==> src/rsaw_pkg.sv <==
// Package for the receive sequence acknowledge window.
// Holds the fixed field widths, the status and command codes and the shared types; no dependencies.
package rsaw_pkg;

    localparam int unsigned PKT_ID_W  = 16;
    localparam int unsigned STATUS_W  = 2;
    localparam int unsigned ACK_BITS_W = 32;
    localparam int unsigned SEQ_W     = 32;

    typedef logic [STATUS_W-1:0]   t_status;
    typedef logic [PKT_ID_W-1:0]   t_pkt_id;
    typedef logic [ACK_BITS_W-1:0] t_ack_bits;
    typedef logic [SEQ_W-1:0]      t_seq;

    localparam t_status ST_ACCEPTED  = 2'd0;
    localparam t_status ST_TOO_OLD   = 2'd1;
    localparam t_status ST_DUPLICATE = 2'd2;
    localparam t_status ST_REPORT    = 2'd3;

    localparam logic CMD_PACKET = 1'b0;
    localparam logic CMD_REPORT = 1'b1;

endpackage

==> src/receive_sequence_ack_window_core.sv <==
// Receive-side selective-acknowledge window: sequence extension, seen bitmap, reports.
// Depends on rsaw_pkg for field widths, status and command codes and types.
//
//  Channel | Direction | Handshake              | Payload
//  --------+-----------+------------------------+------------------------------------------
//  input   | in        | i_valid / o_stall      | i_command, i_packet_id
//  result  | out       | o_valid / i_stall      | o_status, o_ack_last_id, o_ack_bits
//
// Every transfer on the input produces exactly one result, via the input and then the
// result register. One item is taken per cycle unless the result side stalls: the input
// register feeds a single level of logic that updates the window state and loads the
// result register at the same edge. Reset (i_rst_n low at a rising edge) empties both
// registers and the window. A stall on the result side holds the result register, and
// the input side stalls only when the input register is full and cannot move on.
module receive_sequence_ack_window_core #(
    parameter int unsigned WINDOW  = 32,
    parameter int unsigned ID_BITS = 16
) (
    input  logic                i_clk,
    input  logic                i_rst_n,
    input  logic                i_valid,
    output logic                o_stall,
    input  logic                i_command,
    input  rsaw_pkg::t_pkt_id   i_packet_id,
    output logic                o_valid,
    input  logic                i_stall,
    output rsaw_pkg::t_status   o_status,
    output rsaw_pkg::t_pkt_id   o_ack_last_id,
    output rsaw_pkg::t_ack_bits o_ack_bits
);
    import rsaw_pkg::*;

    // The seen bitmap covers the newest number and the WINDOW numbers before it.
    localparam int unsigned MAP_W = WINDOW + 1;
    localparam int unsigned IDX_W = $clog2(MAP_W);

    localparam t_seq ID_RANGE = t_seq'(64'd1 << ID_BITS);
    localparam t_seq ID_MASK  = t_seq'((64'd1 << ID_BITS) - 64'd1);
    localparam logic signed [SEQ_W-1:0] HALF_S = signed'(ID_RANGE >> 1);
    localparam logic signed [SEQ_W-1:0] WIN_S  = signed'(t_seq'(WINDOW));
    localparam t_seq WIN_U = t_seq'(WINDOW);

    // Input register.
    logic    r_in_valid;
    logic    r_in_cmd;
    t_pkt_id r_in_id;

    // Window state.
    t_seq             r_newest;
    t_seq             r_wrap;
    logic [MAP_W-1:0] r_seen;

    // Result register.
    logic      r_out_valid;
    t_status   r_out_status;
    t_pkt_id   r_out_last_id;
    t_ack_bits r_out_bits;

    logic out_adv;
    logic work;

    // Next values from the processing logic.
    t_seq             n_newest;
    t_seq             n_wrap;
    logic [MAP_W-1:0] n_seen;
    t_status          n_status;
    t_pkt_id          n_last_id;
    t_ack_bits        n_bits;
    t_ack_bits        report_bits;

    // Intermediate values of the packet path.
    t_seq             cur_raw;
    t_seq             cur;
    t_seq             newest_eff;
    logic [MAP_W-1:0] seen_eff;
    t_seq             dif;
    t_seq             back;
    t_seq             ahead;
    logic [MAP_W-1:0] bit_mask;

    // The result register can load when it is empty or its content leaves now.
    assign out_adv = !r_out_valid || !i_stall;
    assign work    = r_in_valid && out_adv;
    assign o_stall = r_in_valid && !out_adv;

    // Report bitmap: bit i holds whether newest minus (i+1) was seen.
    for (genvar gi = 0; gi < ACK_BITS_W; gi++) begin : g_report
        if (gi < WINDOW) begin : g_used
            assign report_bits[gi] = r_seen[gi+1];
        end else begin : g_unused
            assign report_bits[gi] = 1'b0;
        end
    end

    always_comb begin
        n_newest  = r_newest;
        n_wrap    = r_wrap;
        n_seen    = r_seen;
        n_status  = ST_ACCEPTED;
        n_last_id = '0;
        n_bits    = '0;

        // Extend the id against the wrap base. An empty window (newest at zero)
        // takes the extended number as its newest and starts with a clear bitmap.
        cur_raw    = r_wrap + (t_seq'(r_in_id) & ID_MASK);
        newest_eff = (r_newest == '0) ? cur_raw : r_newest;
        seen_eff   = (r_newest == '0) ? '0 : r_seen;

        // Move the number by one id range toward the newest. A forward wrap also
        // raises the wrap base. A distance of exactly half a range stays as is.
        dif = cur_raw - newest_eff;
        cur = cur_raw;
        if ($signed(dif) > HALF_S) begin
            cur = cur_raw - ID_RANGE;
        end else if ($signed(dif) < -HALF_S) begin
            cur    = cur_raw + ID_RANGE;
            n_wrap = r_wrap + ID_RANGE;
        end

        back     = newest_eff - cur;
        ahead    = t_seq'(0) - back;
        bit_mask = '0;

        if (r_in_cmd == CMD_REPORT) begin
            n_wrap    = r_wrap;
            n_status  = ST_REPORT;
            n_last_id = t_pkt_id'(r_newest & ID_MASK);
            n_bits    = report_bits;
        end else begin
            n_newest = newest_eff;
            n_seen   = seen_eff;
            if ($signed(back) > WIN_S) begin
                n_status = ST_TOO_OLD;
            end else begin
                if ($signed(back) < 0) begin
                    // Newer than the newest: slide the bitmap up, or clear it
                    // when the jump leaves the whole window behind.
                    if (ahead > WIN_U) begin
                        n_seen = '0;
                    end else begin
                        n_seen = seen_eff << ahead[IDX_W-1:0];
                    end
                    n_newest = cur;
                    bit_mask = MAP_W'(1);
                end else begin
                    bit_mask = MAP_W'(1) << back[IDX_W-1:0];
                end
                if ((n_seen & bit_mask) != '0) begin
                    n_status = ST_DUPLICATE;
                end else begin
                    n_seen   = n_seen | bit_mask;
                    n_status = ST_ACCEPTED;
                end
            end
        end
    end

    // Control and window state.
    always_ff @(posedge i_clk) begin
        if (!i_rst_n) begin
            r_in_valid  <= 1'b0;
            r_out_valid <= 1'b0;
            r_newest    <= '0;
            r_wrap      <= ID_RANGE;
            r_seen      <= '0;
        end else begin
            if (!o_stall) begin
                r_in_valid <= i_valid;
            end
            if (out_adv) begin
                r_out_valid <= r_in_valid;
            end
            if (work) begin
                r_newest <= n_newest;
                r_wrap   <= n_wrap;
                r_seen   <= n_seen;
            end
        end
    end

    // Payload registers.
    always_ff @(posedge i_clk) begin
        if (!o_stall) begin
            r_in_cmd <= i_command;
            r_in_id  <= i_packet_id;
        end
        if (work) begin
            r_out_status  <= n_status;
            r_out_last_id <= n_last_id;
            r_out_bits    <= n_bits;
        end
    end

    assign o_valid       = r_out_valid;
    assign o_status      = r_out_status;
    assign o_ack_last_id = r_out_last_id;
    assign o_ack_bits    = r_out_bits;

endmodule

==> config.mk <==
export PLATFORM = sky130hd
export DESIGN_NAME = receive_sequence_ack_window_core
export DESIGN_NICKNAME = d
export VERILOG_FILES = /design/src/rsaw_pkg.sv /design/src/receive_sequence_ack_window_core.sv
export SDC_FILE = /design/constraint.sdc
export NUM_CORES = 1
export LEC_CHECK = 0
export BUFFER_PORTS_ARGS = -buffer_cell sky130_fd_sc_hd__buf_4
export CORE_ASPECT_RATIO = 1.2
export CORE_MARGIN = 4
export CORE_UTILIZATION = 49
export DETAILED_ROUTE_END_ITERATION = 7
export HOLD_SLACK_MARGIN = 0.06
export PLACE_DENSITY = 0.68
export SLEW_MARGIN = 40
export SYNTH_ARGS = -nofsm -noshare
export SYNTH_HDL_FRONTEND = slang
export SYNTH_SLANG_ARGS = --single-unit
==> constraint.sdc <==
create_clock -name i_clk -period 20.3 [get_ports i_clk]
set_input_delay 1.015 -clock i_clk [delete_from_list [all_inputs] [get_ports i_clk]]
set_output_delay 1.015 -clock i_clk [all_outputs]
set_load 0.01 [all_outputs]
; ---- After elaboration in Yosys (flattened, before gate mapping)
; Index checks and enable logic that the tools add are counted.
[totals]
register_bits = 166
latch_bits = 0
ramBits = 0
rom_bits = 0
input_bits = 21
output_inout_bits = 52
mem_count = 0
[classes]
addsub = 7
multipliers = 0
div_mod_pow = 0
n_lt_le_gt_ge = 5
n_eq_ne = 0
shifts = 2
mux = 17
n_bitwise = 4
reduce_logical = 11
[ops]
columns = op, n
row1 = $mux W33, 10
row2 = $mux W32, 5
row3 = $add A32 B17 Y32 const B, 2
row4 = $sub A32 B32 Y32, 2
row5 = $and A33 B33 Y33, 1
row6 = $or A33 B33 Y33, 1
row7 = $reduce_bool A33 Y1, 1
row8 = $shl A1 B6 Y33 const A, 1
row9 = $shl A33 B6 Y33, 1
row10 = $add A32 B16 Y32, 1
row11 = $gt A32 B17 Y1 const B, 1
row12 = $gt A32 B6 Y1 const B, 1
row13 = $gt A32 B7 Y1 const B, 1
row14 = $logic_not A32 Y1, 1
row15 = $lt A32 B1 Y1 const B, 1
row16 = $lt A32 B16 Y1 const B, 1
row17 = $sub A1 B32 Y32 const A, 1
row18 = $sub A32 B17 Y32 const B, 1
row19 = $mux W2, 2
row20 = $reduce_and A4 Y1, 1
row21 = $logic_not A1 Y1, 3
row22 = $logic_and A1 B1 Y1, 2
row23 = $not A1 Y1, 2
row24 = $reduce_and A2 Y1, 1
row25 = other kinds (2), 2

; ---- Depth between registers and ports, before layout
[depth]
ltp_word = 17
ltp_mapped = 40

; ---- Worst setup path after synthesis
; No wires, ideal clock.
[synth_path]
path_type = register -> register
from = reg r_newest[24]
to = reg r_seen[16]
arrival_ns = 9.458
slack_ns = 10.747
path_stages_with_launch = 39
period_less_slack_ns = 9.553
path_cell_list = dfxtp_1 nor4_1 nand4_2 nor2_2 buf_2 buf_1 clkbuf_1 buf_1 buf_1 a21o_1 ha_1 buf_1 a21o_1 or3_1 a311o_1 mux2_2 a22oi_1 o2111ai_1 (+3 left out) mux2_2 a31oi_1 ha_1 o31ai_1 nor3_1 mux2i_1 nand3_1 maj3_1 a21o_1 a2111oi_1 mux2i_1 nand2_1 a2111oi_0 o211ai_1 a21oi_2 buf_4 nand3_1 a221oi_1
[synth_via]
elab_chain_cells = 17
word_cells_on_any_way = 27
[synth_lines]
columns = element, line_no
row1 = start: declaration, receive_sequence_ack_window_core.sv:49  ; t_seq r_newest;
row2 = start signal: assignment, receive_sequence_ack_window_core.sv:174  ; r_newest <= n_newest;
row3 = $logic_not A32 Y1, "receive_sequence_ack_window_core.sv:106, receive_sequence_ack_window_core.sv:107"
row4 = $mux W32, receive_sequence_ack_window_core.sv:106  ; newest_eff = (r_newest == '0) ? cur_raw : r_newest;
row5 = $sub A32 B32 Y32, receive_sequence_ack_window_core.sv:111  ; dif = cur_raw - newest_eff;
row6 = $lt A32 B16 Y1, receive_sequence_ack_window_core.sv:115  ; end else if ($signed(dif) < -HALF_S) begin
row7 = $mux W32, receive_sequence_ack_window_core.sv:115
row8 = $mux W32, receive_sequence_ack_window_core.sv:113  ; if ($signed(dif) > HALF_S) begin
row9 = $sub A32 B32 Y32, receive_sequence_ack_window_core.sv:120  ; back = newest_eff - cur;
row10 = $sub A1 B32 Y32, receive_sequence_ack_window_core.sv:121  ; ahead = t_seq'(0) - back;
row11 = $gt A32 B6 Y1 / $shl A33 B6 Y33 (equally long branches), "receive_sequence_ack_window_core.sv:138, receive_sequence_ack_window_core.sv:141"
row12 = $mux W33, receive_sequence_ack_window_core.sv:138  ; if (ahead > WIN_U) begin
row13 = $mux W33, receive_sequence_ack_window_core.sv:135  ; if ($signed(back) < 0) begin
row14 = $mux W33, receive_sequence_ack_window_core.sv:132  ; if ($signed(back) > WIN_S) begin
row15 = $mux W33, receive_sequence_ack_window_core.sv:124  ; if (r_in_cmd == CMD_REPORT) begin
row16 = $and A33 B33 Y33, receive_sequence_ack_window_core.sv:148  ; if ((n_seen & bit_mask) != '0) begin
row17 = $reduce_bool A33 Y1, receive_sequence_ack_window_core.sv:148
row18 = $mux W33, receive_sequence_ack_window_core.sv:148
row19 = $mux W33 (*), receive_sequence_ack_window_core.sv:132
row20 = end signal: assignment, receive_sequence_ack_window_core.sv:176  ; r_seen <= n_seen;
row21 = end: declaration, receive_sequence_ack_window_core.sv:51  ; logic [MAP_W-1:0] r_seen;
; Mark *: on every way between the ends. The rest lies on a longest branch, timed or not. The select of a mux whose other input is x is not followed.
; A chain may end at the register's enable or synchronous reset.

; ---- Worst setup path in the final report
[layout_path]
from = reg r_newest[9]
to = reg r_seen[14]
; Same word-level chain as after synthesis.

==> results.toml <==
[clock_network]
cts_buffers = 17
cts_tree = "done"
cts_buffer_depth = 2
htreeDepth = 4
clkSlewWorstSetupHoldPaths_ns = 0.07
cts_sinks = 150
clockRootBuffer = "clkbuf_16"
cts_resized = 0
hold_buffers = 0
insertion_delay_ns = 0.45
post-cts-setup-buffers = 0

[synth]
ys_async_sr_fraction_pct = 0
syn_nets = 1998
yosysUniqueCellTypes = 101
avgSynthCellArea_um2 = 7.66
synthAdderAreaFrac_pct = 5.00
syn_inst = 1922
synth_edf_count = 67
yosysWarnings = 0
synth_xor_area_share_pct = 3.98
synth_compound_area_share_pct = 26.6
yosys_register_bits = 150
synth-simple-area-share_pct = 27.7
synthesis.area_um2 = 14700
ys_seq_area_share_pct = 24.9
ys.flop_type = "dfxtp_1"
synthMuxAreaShare_pct = 6.60
synth_top_family_by_area = "simple AND/OR/NAND/NOR gates"

[min_path]
hold_path_startpoint = "r_newest[30]"
hold_depth = 2
min_path_type = "register to register"
min_to = "r_newest[30]"

[drt]
drc_errors = 0
antenna_left = 0
drtIter0Drc = 1694
totalWireLength_mm = 58.5
wl_per_cell_um = 25.1
firstDrtPassIters = 6
via_per_inst = 6.73
vias = 15700

[placement]
port_buffers = 72
hpwlAfterDp_mm = 45.0
gp_congestion = 1.00

[floorplanning]
die_w_um = 166
io_pins = 73
dieArea_um2 = 32900
rows = 69
core_area_um2 = 29600
fp.dieH_um = 198
start_util_pct = 49.7

[job]
maxCapViolCount = 0

[global_route]
grt_max_degree = 53
grt_pass1_vias = 14800
grt_pass1_wl_mm = 88.8
grtUsageTotal_pct = 34.2
antenna_found_initial = 0
overflow = 0

[setup_path]
cp-end-kind = "register"
r2r_cells = 31
reg2reg_slack_ns = 7.74
cp_data_required_time_ns = 20.66
cp_slowest_cell = "a2111oi_1"
worstSetupPathType = "register to register"
startpoint_type = "register"
crit_arrival_ns = 12.92
reg2reg_from = "r_newest[9]"
reg2reg_to = "r_seen[14]"
cp_slowest_stage_delay_ns = 0.83
crit_path_max_fanout = 51

[layout]
mostFrequentLayoutCell = "nand2_1"
drive_gt1_share_pct = 10.8
syn2layout_area_growth_pct = 9.36
final_nets = 1999
final_cell_mix = "nand2_1 (246), a21oi_1 (140), nor2_1 (126), buf_4 (98), dfxtp_1 (83)"
antenna_cells = 0
n_fill_cell = 2910

[run_status]
outcome = "completed"

[timing]
min_period_ns = 12.56
hold_viol_final = 0
maxSlewHeadroom_pct = 45.0
tightest_slew_ns = 0.824
fmax_mhz = 79.6
setup_tns_ns = 0
drv_slew = 0
fin_crit_sh_pct = 61.9
grt_setup_unrepaired = "no"
setup_viol = 0
finalClockSkew_ns = 0.0126
## worst max-delay path by stage
stage | start | endpoint | depth (start not counted)
3_5_place_dp | r_newest[1] | r_seen[14] | 31
3_3_place_gp | r_newest[1] | r_seen[20] | 31
2_1_floorplan | r_newest[24] | r_seen[16] | 38
4_1_cts | r_newest[1] | r_seen[14] | 31
5_1_grt | r_newest[8] | r_seen[13] | 33
6_report | r_newest[9] | r_seen[14] | 31
## metrics by stage
step	cell area (um^2)	utilization [%]	setup WS, ns	hold WS, ns	std cells
floorplan	14700	-	10.75	0.444	1922
global placement	15500	52.4	7.86	0.457	2294
detailed placement	15500	52.5	8.17	0.463	2294
CTS	16100	54.3	8.12	0.473	2326
global route	16100	54.4	6.98	0.493	2326
finish	16100	54.4	7.74	0.474	2326
## cells in the mapped netlist (23+ instances only)
master / n / share of area, %
o211ai_1: 40 / 2.0
a22oi_1: 36 / 1.8
nor2_1: 128 / 3.3
a21oi_1: 141 / 4.8
xor2_1: 23 / 1.4
inv_1: 77 / 2.0
a21o_1: 41 / 2.1
a211oi_1: 32 / 1.6
edfxtp_1: 67 / 14
nand3_1: 65 / 2.2
nand4_1: 41 / 1.7
nor3_1: 58 / 2.0
nor4_1: 29 / 1.2
dfxtp_1: 83 / 11
and3_1: 26 / 1.1
o21ai_0: 80 / 2.7
and2_1: 63 / 2.7
xnor2_1: 44 / 2.6
nand2_1: 246 / 6.3
ha_1: 54 / 4.6
mux2i_1: 60 / 4.1
clkbuf_1: 80 / 2.0
or3_1: 35 / 1.5
## cell type report
type                    instances  area (um^2)  area share (%)
repair buffers                 98          736            4.57
inverters                      78          293            1.82
well taps                     390          488            3.03
flip-flops and latches        150         3670            22.8
clock buffers                  18          429            2.66
multi-input cells            1578        10400            64.3
clock inverters                14          129           0.800
## kinds of logic (layout without fill, tap and decap cells)
| group | count (synthesis) | in the layout |
|---|---|---|
| XOR/XNOR | 67 | 67 |
| buffers and inverters | 194 | 208 |
| flip-flops | 150 | 150 |
| multiplexers | 84 | 84 |
| AND/OR/NAND/NOR | 797 | 797 |
| AO/OA/AOI/OAI | 571 | 571 |
| adder cells (fa/ha/maj) | 59 | 59 |
## layer usage
layer	GRT usage, %	vias to the layer above	part of all wire, %	routed length, um
met1	41.1	7472	39	22700
met5	0	-	0	0
met4	18.2	0	6.0	3500
met2	59.8	770	49	28500
li1	-	7205	-	-
met3	4.61	209	6.4	3750
## worst max-delay path, delay by kind of cell, from the launching register on
kind                       cells  cell delay [ns]
muxes                          3             0.92
AOI/OAI and AO/OA              9             3.19
and+or+nand+nor               15             6.18
adders and majority gates      3             1.17
buffers and inverters          1             0.61
DFF                            1             0.37
## state kept, by name, indices dropped and copies added, names as in the netlist
register       cells
o_ack_bits        32
o_ack_last_id     16
o_status           2
o_valid            1
r_in_cmd           1
r_in_id           16
r_in_valid         1
r_newest          32
r_seen            33
r_wrap            16
Power is left out: the tool's default activity adds up to more than one toggle a clock period on the data nets, which glitch-free logic cannot reach.
